===== src/rtl/core/sspb_pkg.sv =====
// Shared constants and codes for the sweeping servo PWM bank.
// No dependencies; imported by the core, both checkers and the testbench.
package sspb_pkg;

  // default build values
  localparam int CHANNELS_DEF   = 8;
  localparam int COUNT_BITS_DEF = 13;

  // fixed field widths
  localparam int CHAN_IDX_W = 3;
  localparam int STEP_W     = 8;
  localparam int FRAME_W    = 16;
  localparam int CFG_IDX_W  = 3;
  localparam int CFG_DATA_W = 16;

  // register reset values
  localparam int PERIOD_TOP_RST      = 4999;
  localparam int WINDOW_START_RST    = 160;
  localparam int WINDOW_END_RST      = 599;
  localparam int STEP_SIZE_RST       = 10;
  localparam int FRAMES_PER_STEP_RST = 1;

  typedef enum logic [CFG_IDX_W-1:0] {
    CFG_PERIOD_TOP      = 3'd0,
    CFG_WINDOW_START    = 3'd1,
    CFG_WINDOW_END      = 3'd2,
    CFG_STEP_SIZE       = 3'd3,
    CFG_FRAMES_PER_STEP = 3'd4
  } cfg_reg_t;

  typedef enum logic {
    OP_TICK = 1'b0,
    OP_LOAD = 1'b1
  } op_t;

endpackage


===== src/rtl/core/sweeping_servo_pwm_bank.sv =====
// Sweeping servo PWM bank: frame counter, per-channel pulse compare and sweep.
// Depends on sspb_pkg.
//
// An accepted word's result is registered into the main output slot, or the skid slot.
// Throughput: one word per cycle while the skid slot is empty; the frame/compare/sweep
// logic is one register stage deep, and the two-word output buffer takes one word in a stall.
// Reset: synchronous active-low rst_n clears counters, widths, limits, pins and
// both output slots, and reloads the configuration defaults. cfg_ready is always high.
module sweeping_servo_pwm_bank #(
  parameter int CHANNELS   = sspb_pkg::CHANNELS_DEF,
  parameter int COUNT_BITS = sspb_pkg::COUNT_BITS_DEF
) (
  input  logic                            clk,
  input  logic                            rst_n,
  // configuration write channel
  input  logic                            cfg_valid,
  output logic                            cfg_ready,
  input  logic [sspb_pkg::CFG_IDX_W-1:0]  cfg_index,
  input  logic [sspb_pkg::CFG_DATA_W-1:0] cfg_wdata,
  // input words
  input  logic                            in_valid,
  output logic                            in_ready,
  input  logic                            in_operation,
  input  logic [sspb_pkg::CHAN_IDX_W-1:0] in_channel,
  input  logic [COUNT_BITS-1:0]           in_lower_limit,
  input  logic [COUNT_BITS-1:0]           in_upper_limit,
  input  logic [COUNT_BITS-1:0]           in_start_width,
  // result words
  output logic                            out_valid,
  input  logic                            out_ready,
  output logic [CHANNELS-1:0]             out_pin_levels,
  output logic                            out_frame_start
);

  import sspb_pkg::*;

  localparam logic [COUNT_BITS-1:0] COUNT_MAX = {COUNT_BITS{1'b1}};

  // configuration registers
  logic [COUNT_BITS-1:0] period_top_r;
  logic [COUNT_BITS-1:0] window_start_r;
  logic [COUNT_BITS-1:0] window_end_r;
  logic [STEP_W-1:0]     step_size_r;
  logic [FRAME_W-1:0]    frames_per_step_r;

  // timing and channel state
  logic [COUNT_BITS-1:0] tick_count_r,  tick_count_nxt;
  logic [FRAME_W-1:0]    frame_count_r, frame_count_nxt;
  logic [COUNT_BITS-1:0] pulse_width_r [CHANNELS], pulse_width_nxt [CHANNELS];
  logic [COUNT_BITS-1:0] width_min_r   [CHANNELS], width_min_nxt   [CHANNELS];
  logic [COUNT_BITS-1:0] width_max_r   [CHANNELS], width_max_nxt   [CHANNELS];
  logic [CHANNELS-1:0]   sweep_down_r,  sweep_down_nxt;
  logic [CHANNELS-1:0]   pin_state_r,   pin_state_nxt;

  // output slots: main register plus skid slot
  logic                  out_valid_r,  out_valid_nxt;
  logic [CHANNELS-1:0]   out_pins_r,   out_pins_nxt;
  logic                  out_frame_r,  out_frame_nxt;
  logic                  skid_valid_r, skid_valid_nxt;
  logic [CHANNELS-1:0]   skid_pins_r,  skid_pins_nxt;
  logic                  skid_frame_r, skid_frame_nxt;

  // per-item combinational results
  logic                  accept;
  logic                  is_load;
  logic                  at_zero;
  logic                  in_window;
  logic                  frame_end;
  logic                  sweep_now;
  logic [FRAME_W:0]      frame_inc;
  logic [CHANNELS-1:0]   drop;
  logic [COUNT_BITS-1:0] sweep_w [CHANNELS];
  logic [CHANNELS-1:0]   sweep_d;
  logic                  res_frame;

  assign accept    = in_valid && in_ready;
  assign is_load   = (in_operation == OP_LOAD);
  assign at_zero   = (tick_count_r == '0);
  assign in_window = (tick_count_r >= window_start_r) && (tick_count_r < window_end_r);
  assign frame_end = (tick_count_r >= period_top_r);
  assign frame_inc = {1'b0, frame_count_r} + (FRAME_W + 1)'(1);
  // a zero frames_per_step still fires on every frame
  assign sweep_now = frame_end && (frame_inc >= {1'b0, frames_per_step_r});
  assign res_frame = !is_load && at_zero;

  // Per-channel pulse compare and sweep step, all channels side by side.
  always_comb begin
    logic                  down;
    logic [COUNT_BITS-1:0] step_ext;
    logic [COUNT_BITS:0]   up_sum;
    logic [COUNT_BITS-1:0] w_new;
    down     = 1'b0;
    step_ext = COUNT_BITS'(step_size_r);
    up_sum   = '0;
    w_new    = '0;
    for (int n = 0; n < CHANNELS; n++) begin
      drop[n] = (tick_count_r >= pulse_width_r[n]);
      // turn down at or above the upper limit, then move one step
      down   = sweep_down_r[n] || (pulse_width_r[n] >= width_max_r[n]);
      up_sum = {1'b0, pulse_width_r[n]} + {1'b0, step_ext};
      if (down) begin
        w_new = (pulse_width_r[n] > step_ext) ? (pulse_width_r[n] - step_ext) : '0;
      end else begin
        w_new = up_sum[COUNT_BITS] ? COUNT_MAX : up_sum[COUNT_BITS-1:0];
      end
      sweep_w[n] = w_new;
      // turn up again at or below the lower limit
      sweep_d[n] = down && !(w_new <= width_min_r[n]);
    end
  end

  // Next state for one accepted word.
  always_comb begin
    tick_count_nxt  = tick_count_r;
    frame_count_nxt = frame_count_r;
    sweep_down_nxt  = sweep_down_r;
    pin_state_nxt   = pin_state_r;
    for (int n = 0; n < CHANNELS; n++) begin
      pulse_width_nxt[n] = pulse_width_r[n];
      width_min_nxt[n]   = width_min_r[n];
      width_max_nxt[n]   = width_max_r[n];
    end
    if (accept) begin
      if (is_load) begin
        // channels beyond the bank are dropped
        for (int n = 0; n < CHANNELS; n++) begin
          if (32'(in_channel) == n) begin
            width_min_nxt[n]   = in_lower_limit;
            width_max_nxt[n]   = in_upper_limit;
            pulse_width_nxt[n] = in_start_width;
            sweep_down_nxt[n]  = 1'b0;
          end
        end
      end else begin
        // raise all pins at count zero, then apply the cut-off window
        if (at_zero) begin
          pin_state_nxt = '1;
        end
        if (in_window) begin
          pin_state_nxt = pin_state_nxt & ~drop;
        end
        if (frame_end) begin
          tick_count_nxt = '0;
          if (sweep_now) begin
            frame_count_nxt = '0;
            sweep_down_nxt  = sweep_d;
            for (int n = 0; n < CHANNELS; n++) begin
              pulse_width_nxt[n] = sweep_w[n];
            end
          end else begin
            frame_count_nxt = frame_inc[FRAME_W-1:0];
          end
        end else begin
          tick_count_nxt = tick_count_r + COUNT_BITS'(1);
        end
      end
    end
  end

  // Output buffering: fill the main slot when it frees up, spill into the
  // skid slot while the main slot is stalled.
  always_comb begin
    out_valid_nxt  = out_valid_r;
    out_pins_nxt   = out_pins_r;
    out_frame_nxt  = out_frame_r;
    skid_valid_nxt = skid_valid_r;
    skid_pins_nxt  = skid_pins_r;
    skid_frame_nxt = skid_frame_r;
    if (!out_valid_r || out_ready) begin
      if (skid_valid_r) begin
        out_valid_nxt  = 1'b1;
        out_pins_nxt   = skid_pins_r;
        out_frame_nxt  = skid_frame_r;
        skid_valid_nxt = 1'b0;
      end else begin
        out_valid_nxt = accept;
        out_pins_nxt  = pin_state_nxt;
        out_frame_nxt = res_frame;
      end
    end else if (accept) begin
      skid_valid_nxt = 1'b1;
      skid_pins_nxt  = pin_state_nxt;
      skid_frame_nxt = res_frame;
    end
  end

  // Configuration writes; unknown indexes are ignored.
  always_ff @(posedge clk) begin
    if (!rst_n) begin
      period_top_r      <= COUNT_BITS'(PERIOD_TOP_RST);
      window_start_r    <= COUNT_BITS'(WINDOW_START_RST);
      window_end_r      <= COUNT_BITS'(WINDOW_END_RST);
      step_size_r       <= STEP_W'(STEP_SIZE_RST);
      frames_per_step_r <= FRAME_W'(FRAMES_PER_STEP_RST);
    end else if (cfg_valid) begin
      unique case (cfg_index)
        CFG_PERIOD_TOP:      period_top_r      <= cfg_wdata[COUNT_BITS-1:0];
        CFG_WINDOW_START:    window_start_r    <= cfg_wdata[COUNT_BITS-1:0];
        CFG_WINDOW_END:      window_end_r      <= cfg_wdata[COUNT_BITS-1:0];
        CFG_STEP_SIZE:       step_size_r       <= cfg_wdata[STEP_W-1:0];
        CFG_FRAMES_PER_STEP: frames_per_step_r <= cfg_wdata[FRAME_W-1:0];
        default: ;
      endcase
    end
  end

  // Control and channel state.
  always_ff @(posedge clk) begin
    if (!rst_n) begin
      tick_count_r  <= '0;
      frame_count_r <= '0;
      sweep_down_r  <= '0;
      pin_state_r   <= '0;
      out_valid_r   <= 1'b0;
      skid_valid_r  <= 1'b0;
      for (int n = 0; n < CHANNELS; n++) begin
        pulse_width_r[n] <= '0;
        width_min_r[n]   <= '0;
        width_max_r[n]   <= '0;
      end
    end else begin
      tick_count_r  <= tick_count_nxt;
      frame_count_r <= frame_count_nxt;
      sweep_down_r  <= sweep_down_nxt;
      pin_state_r   <= pin_state_nxt;
      out_valid_r   <= out_valid_nxt;
      skid_valid_r  <= skid_valid_nxt;
      for (int n = 0; n < CHANNELS; n++) begin
        pulse_width_r[n] <= pulse_width_nxt[n];
        width_min_r[n]   <= width_min_nxt[n];
        width_max_r[n]   <= width_max_nxt[n];
      end
    end
  end

  // Result payload, no reset needed.
  always_ff @(posedge clk) begin
    out_pins_r   <= out_pins_nxt;
    out_frame_r  <= out_frame_nxt;
    skid_pins_r  <= skid_pins_nxt;
    skid_frame_r <= skid_frame_nxt;
  end

  assign cfg_ready       = 1'b1;
  assign in_ready        = !skid_valid_r;
  assign out_valid       = out_valid_r;
  assign out_pin_levels  = out_pins_r;
  assign out_frame_start = out_frame_r;

endmodule


===== config.mk =====
export PLATFORM = sky130hd
export DESIGN_NAME = sweeping_servo_pwm_bank
export DESIGN_NICKNAME = d
export VERILOG_FILES = /design/src/rtl/core/sspb_pkg.sv /design/src/rtl/core/sweeping_servo_pwm_bank.sv
export SDC_FILE = /design/constraint.sdc
export NUM_CORES = 2
export LEC_CHECK = 0
export BUFFER_PORTS_ARGS = -buffer_cell sky130_fd_sc_hd__clkbuf_2
export CORE_MARGIN = 3
export CORE_UTILIZATION = 40
export CTS_CLUSTER_SIZE = 12
export DETAILED_ROUTE_END_ITERATION = 10
export SYNTH_ARGS = -nofsm -noshare
export SYNTH_HDL_FRONTEND = slang
export SYNTH_SLANG_ARGS = --single-unit

===== constraint.sdc =====
create_clock -name clk -period 10.4 [get_ports clk]
set_input_delay 2.6 -clock clk [delete_from_list [all_inputs] [get_ports clk]]
set_output_delay 2.6 -clock clk [all_outputs]
set_load 0.01 [all_outputs]

# [Word-level counts from Yosys, hierarchy flattened]
# Memories as Yosys holds them, arrays and structs flattened.
# Index checks and enable logic that the tools add are counted.
[totals] register_bits=128 ram_bits=312 inputBits=67 out_inout_bits=12 elab_cells=285 n_memories=3
[memory_table] name="pulse_width_r" words=8 word_bits=13 read_ports=8 rd_ports_with_merged_regs=0 wr=8 line_no="sweeping_servo_pwm_bank.sv:49" text="logic [COUNT_BITS-1:0] pulse_width_r [CHANNELS], pulse_width_nxt [CHANNELS];"
[memory_table] name="width_max_r" words=8 word_bits=13 read_ports=8 rd_ports_with_merged_regs=0 wr=8 line_no="sweeping_servo_pwm_bank.sv:51" text="logic [COUNT_BITS-1:0] width_max_r [CHANNELS], width_max_nxt [CHANNELS];"
[memory_table] name="width_min_r" words=8 word_bits=13 read_ports=8 rd_ports_with_merged_regs=0 wr=8 line_no="sweeping_servo_pwm_bank.sv:50" text="logic [COUNT_BITS-1:0] width_min_r [CHANNELS], width_min_nxt [CHANNELS];"
[classes] addsub=18 n_lt_le_gt_ge=36 eq_ne=19 muxes=104 bitwise=29 reduce_logical=54
[op_table] op="$mux 13" count=73
[op_table] op="$mux 104" count=8
[op_table] op="$ge 13x13->1" count=18
[op_table] op="$add 13x8->14" count=8
[op_table] op="$gt 13x8->1" count=8
[op_table] op="$le 13x13->1" count=8
[op_table] op="$sub 13x8->13" count=8
[op_table] op="$mux 8" count=10
[op_table] op="$reduce_and 4->1" count=8
[op_table] op="$or 1x1->1" count=24
[op_table] op="$add 16x1->17 const B" count=1
[op_table] op="$ge 17x16->1" count=1
[op_table] op="$mux 16" count=1
[op_table] op="$ne 2x1->1 const B" count=8
[op_table] op="$eq 3x3->1 const B" count=5
[op_table] op="$reduce_and 2->1" count=7
[op_table] op="$add 13x1->13 const B" count=1
[op_table] op="$logic_not 13->1" count=1
[op_table] op="$lt 13x13->1" count=1
[op_table] op="$eq 3x2->1 const B" count=4
[op_table] op="$logic_and 1x1->1" count=12
[op_table] op="$mux 1" count=12
[op_table] op="$logic_not 1->1" count=11
[op_table] op="$logic_or 1x1->1" count=9
[op_table] op="other kinds (8)" count=13

# [Longest topological paths before layout]
# An unclocked memory read counts as a cell.
[depth] depth_word=10 ltp_mapped=21 mapped_depth_nobuf=19

# [Worst setup path before layout]
# Ideal clock, no wire load.
[synth_timing] path_kind="reg-to-reg" startpoint="reg step_size_r[1]" endpoint="reg sweep_down_r[3]" setup_time_ps=132 t_arrival_ps=4899 t_required_ps=10268 setup_slack_ps=5369 path_stages_with_launch=21 path_buffers=1 period_less_slack_ps=5031 cell_sequence="dfxtp_1 -> inv_1 -> ha_1 -> nor2b_1 -> o21ai_1 -> a41oi_1 -> o21ai_0 -> a21oi_1 -> buf_2 -> a22oi_1 -> a22oi_1 -> or2_2 -> ha_1 -> a21o_1 -> a21o_1 -> a21o_1 -> a21o_1 -> a2111oi_0 -> o31ai_1 -> nand3_1 -> a21oi_1"
[synth_between] elab_chain_cells=9 elab_cells_between_ends=12 cone_classes="add/sub (2); order compare (2); mux (6); reduce/logical (2)"
[synth_rtl] item="start, declared" line_no="sweeping_servo_pwm_bank.sv:43" text="logic [STEP_W-1:0] step_size_r;"
[synth_rtl] item="start signal, assigned" line_no="sweeping_servo_pwm_bank.sv:193" text="step_size_r <= STEP_W'(STEP_SIZE_RST);"
[synth_rtl] item="start signal, assigned" line_no="sweeping_servo_pwm_bank.sv:200" text="CFG_STEP_SIZE: step_size_r <= cfg_wdata[STEP_W-1:0];"
[synth_rtl] item="$add 13x8->14, or another cell as far along" line_no="sweeping_servo_pwm_bank.sv:100" text="up_sum = {1'b0, pulse_width_r[n]} + {1'b0, step_ext};"
[synth_rtl] item="$mux 13 (on tied branches)" line_no="sweeping_servo_pwm_bank.sv:104, sweeping_servo_pwm_bank.sv:102"
[synth_rtl] item="$mux 13 *" line_no="sweeping_servo_pwm_bank.sv:101" text="if (down) begin"
[synth_rtl] item="$le 13x13->1 *" line_no="sweeping_servo_pwm_bank.sv:108" text="sweep_d[n] = down && !(w_new <= width_min_r[n]);"
[synth_rtl] item="$logic_not 1->1 *" line_no="sweeping_servo_pwm_bank.sv:108"
[synth_rtl] item="$logic_and 1x1->1 *" line_no="sweeping_servo_pwm_bank.sv:108"
[synth_rtl] item="$mux 8 *" line_no="sweeping_servo_pwm_bank.sv:144" text="if (sweep_now) begin"
[synth_rtl] item="$mux 8 *" line_no="sweeping_servo_pwm_bank.sv:142" text="if (frame_end) begin"
[synth_rtl] item="$mux 8 *" line_no="sweeping_servo_pwm_bank.sv:124" text="if (is_load) begin"
[synth_rtl] item="end signal, assigned" line_no="sweeping_servo_pwm_bank.sv:224" text="sweep_down_r <= sweep_down_nxt;"
[synth_rtl] item="end, declared" line_no="sweeping_servo_pwm_bank.sv:52" text="logic [CHANNELS-1:0] sweep_down_r, sweep_down_nxt;"
# Mark *: on every way between the ends. The rest lies on a longest branch, timed or not. The select of a mux whose other input is x is not followed.
# A chain may end at the register's enable or synchronous reset.

==> metrics.yaml <==
critical_path:
  crit_arrival_ps: 6630
  crit_chain: "buf_4 -> buf_4 -> clkinv_1 -> buf_4 -> nor2_1 -> nand3_1 -> nor2_2 -> buf_4 -> nor2_4 -> nor3_4 -> buf_4 -> a21o_1"
  path_class: "in2reg"
  critPathTopFamily: "buffers and inverters"
  crit_path_max_fanout: 43
  cpPeakStageDelay_ps: 750
  path_buf_inv: 6
  r2r-start: "step_size_r[2]"
  cpMostUsedCell: "buf_4"
  crit_path_end_kind: "register"
  cp.required_ps: 10950
  reg2regPathDepth: 20
  worst_path_max_delay_cell: "nor3_4"
  r2r_end: "sweep_down_r[3]"
  r2r_slack_ps: 4590
  worst_setup_path_start_kind: "input pin"
clocking:
  postCtsHoldBufs: 0
  cts_tree: "done"
  post_cts_buffers: 0
  cts_root_buffer: "clkbuf_16"
  clk_pin_slew_ps: 60
  cts_buffers: 52
  htreeDepth: 2
  cts.sinks: 440
  clockBufferDepth: 3
  clk-insertion-delay-late_ps: 660
  cts.repair.resized: 0
sta:
  min_period_ps: 6080
  fin_skew_ps: 64.6
  setup_tns_ps: 0
  final_hold_viol_count: 0
  fin_crit_sh: 0.585
  tightest_slew_ps: 1190
  slew_viol_final: 0
  rsz0062_at_grt: "no"
  whs_ps: 452
  fmax_mhz: 164
  finalSetupViolations: 0
  slew-limit-headroom: 0.205
logic_synthesis:
  synth.distinct_cells: 103
  syn_inst: 4628
  synth_edf_count: 18
  ys_warn_count: 0
  synthFlopType: "dfxtp_1"
  syn-num-nets: 5208
  syn_avg_cell_area_sq_um: 7.54
  synth_area_sq_mm: 0.0349
  async_reset_ff_frac: 0
  ys_seq_area_frac: 0.257
  synth_seq_cells: 440
power:
  vdd_ir_drop_max_mv: 0.133
  power_density_mw_per_mm2: 128
  p_leak_nw: 16.0
floorplan:
  core_sq_mm: 0.0858
  io_pins: 79
  die-height_um: 301
  num_rows: 107
  die_w_um: 301
  dieArea_sq_mm: 0.0909
  initial_core_util: 0.407
drt:
  first_pass_iters: 6
  drt_iter0_markers: 3594
  drt_wl_total_um: 136000
  viasPerCell: 5.93
  antenna_left: 0
  drt-wirelength-per-cell_um: 23.6
  dr_total_vias: 34200
  remaining_drc_errors: 0
global_route:
  antenna_found_initial: 8
  grt_start_max_net_pins: 91
  gr-total-overflow: 0
  grt_pass1_wl_um: 200000
  grt_pass1_vias: 30900
  grt_usage: 0.290
layout:
  final_cell_mix: "nand2_1 (783), ha_1 (497), a21oi_1 (454)"
  layout_commonest_cell: "nand2_1"
  areaGrowthSynthToFinish_pct: 8.27
  fin_nets: 5161
  drive_above_1_share: 0.0617
run_status:
  status: "finished, final reports clean"
placement:
  gp_congestion: 0.977
  place_hpwl_um: 95000
  port_buffers: 77
hold_path:
  whs_path_depth: 2
  hp-start: "width_max_r[0][31]"
  min_to: "width_max_r[0][31]"
  hold_path_class: "reg2reg"
job:
  drv_cap: 0
power by group:
| part | internal (mW) | total [mW] | switching (mW) |
|---|---|---|---|
| logic | 0.443 | 1.24 | 0.797 |
| clock network | 1.03 | 1.85 | 0.812 |
| registers | 1.73 | 1.76 | 0.0289 |
layout make-up:
cell class	instances	area, sq um
clock inverter	17	191
antenna	3	7.51
fill	8792	48000
timing repair buffer	129	781
tap	1144	1430
sequential	440	8990
clock buffer	77	1510
inverter	414	1560
multi-input combinational	3544	23300
state kept, by name, indices dropped and copies added (netlist names), 8 cells and up:
name and count:
tick_count_r 13, pulse_width_r 104, window_start_r 13, width_min_r 104, frames_per_step_r 16, sweep_down_r 8
skid_pins_r 8, width_max_r 104, window_end_r 13, period_top_r 13, step_size_r 8, out_pin_levels 8
frame_count_r 16, pin_state_r 8
logic make-up (layout without fill, tap and decap cells):
| family | after synthesis | count (layout) | share of synthesized area |
|---|---|---|---|
| XOR/XNOR | 32 | 32 | 0.00803 |
| other | 1 | 4 | 0.000107 |
| AND/OR/NAND/NOR | 1689 | 1689 | 0.226 |
| adder cells (fa/ha/maj) | 513 | 513 | 0.187 |
| flip-flops | 440 | 440 | 0.257 |
| multiplexers | 35 | 35 | 0.0102 |
| AO/OA/AOI/OAI | 1274 | 1274 | 0.237 |
| buffers and inverters | 644 | 637 | 0.0748 |
metrics by stage:
step                std cells  cell area, sq um  worst slack, ps  power [mW]  utilization
floorplan                4628             34900             5370        2.63            -
global placement         5671             36100             3870        3.00        0.421
detailed placement       5671             36100             3870        3.00        0.421
CTS                      5765             37800             4500        4.85        0.440
global route             5765             37800             4190        5.06        0.440
finish                   5768             37800             4320        4.85        0.441
metal layers:
layer	vias to the layer above	wire (um)	global-route usage
met2	1527	58100	0.445
met4	2	5740	0.108
met3	272	13300	0.0525
met1	16200	58600	0.405
met5	-	13	0
li1	16200	-	-
worst max path at each step:
stage,start,endpoint,slack (ps),depth (start not counted)
after floorplan,step_size_r[1],sweep_down_r[3],5370,20
after global placement,in_operation,pulse_width_r[0][6],3870,12
after detailed placement,in_operation,pulse_width_r[0][3],3870,12
after CTS,in_operation,pulse_width_r[1][3],4500,12
after global routing,in_operation,pulse_width_r[1][5],4190,12
final,in_operation,pulse_width_r[1][3],4320,12
cells in the mapped netlist (22+ instances only):
| master | count | area, sq um |
|---|---|---|
| a21oi_1 | 454 | 2270 |
| dfxtp_1 | 422 | 8450 |
| buf_4 | 33 | 248 |
| a21o_1 | 134 | 1010 |
| a221oi_1 | 22 | 193 |
| a31oi_1 | 54 | 338 |
| a211oi_1 | 41 | 308 |
| inv_1 | 411 | 1540 |
| nand2_1 | 783 | 2940 |
| nor2b_1 | 68 | 425 |
| and3_1 | 49 | 307 |
| o21a_1 | 57 | 428 |
| nand2b_1 | 60 | 375 |
| clkbuf_1 | 152 | 571 |
| and2_1 | 36 | 225 |
| nor3_1 | 97 | 485 |
| nand3_1 | 117 | 586 |
| nor4_1 | 29 | 181 |
| a211o_1 | 28 | 245 |
| nand4_1 | 68 | 425 |
| o21ai_0 | 191 | 956 |
| o31ai_1 | 34 | 255 |
| mux2i_1 | 31 | 310 |
| ha_1 | 497 | 6220 |
| or2_2 | 26 | 163 |
| or3_1 | 36 | 225 |
| buf_2 | 24 | 120 |
| o211ai_1 | 57 | 428 |
| nor2_1 | 245 | 920 |
worst register-to-register path, delay by kind of cell, from the launching register on:
family | cells | cell delay (ps)
AO/OA/AOI/OAI | 12 | 2870
adder cells (fa/ha/maj) | 2 | 790
buffers and inverters | 2 | 930
flip-flops | 1 | 310
AND/OR/NAND/NOR | 4 | 750
Note: power is estimated with default switching activity, not from simulation.
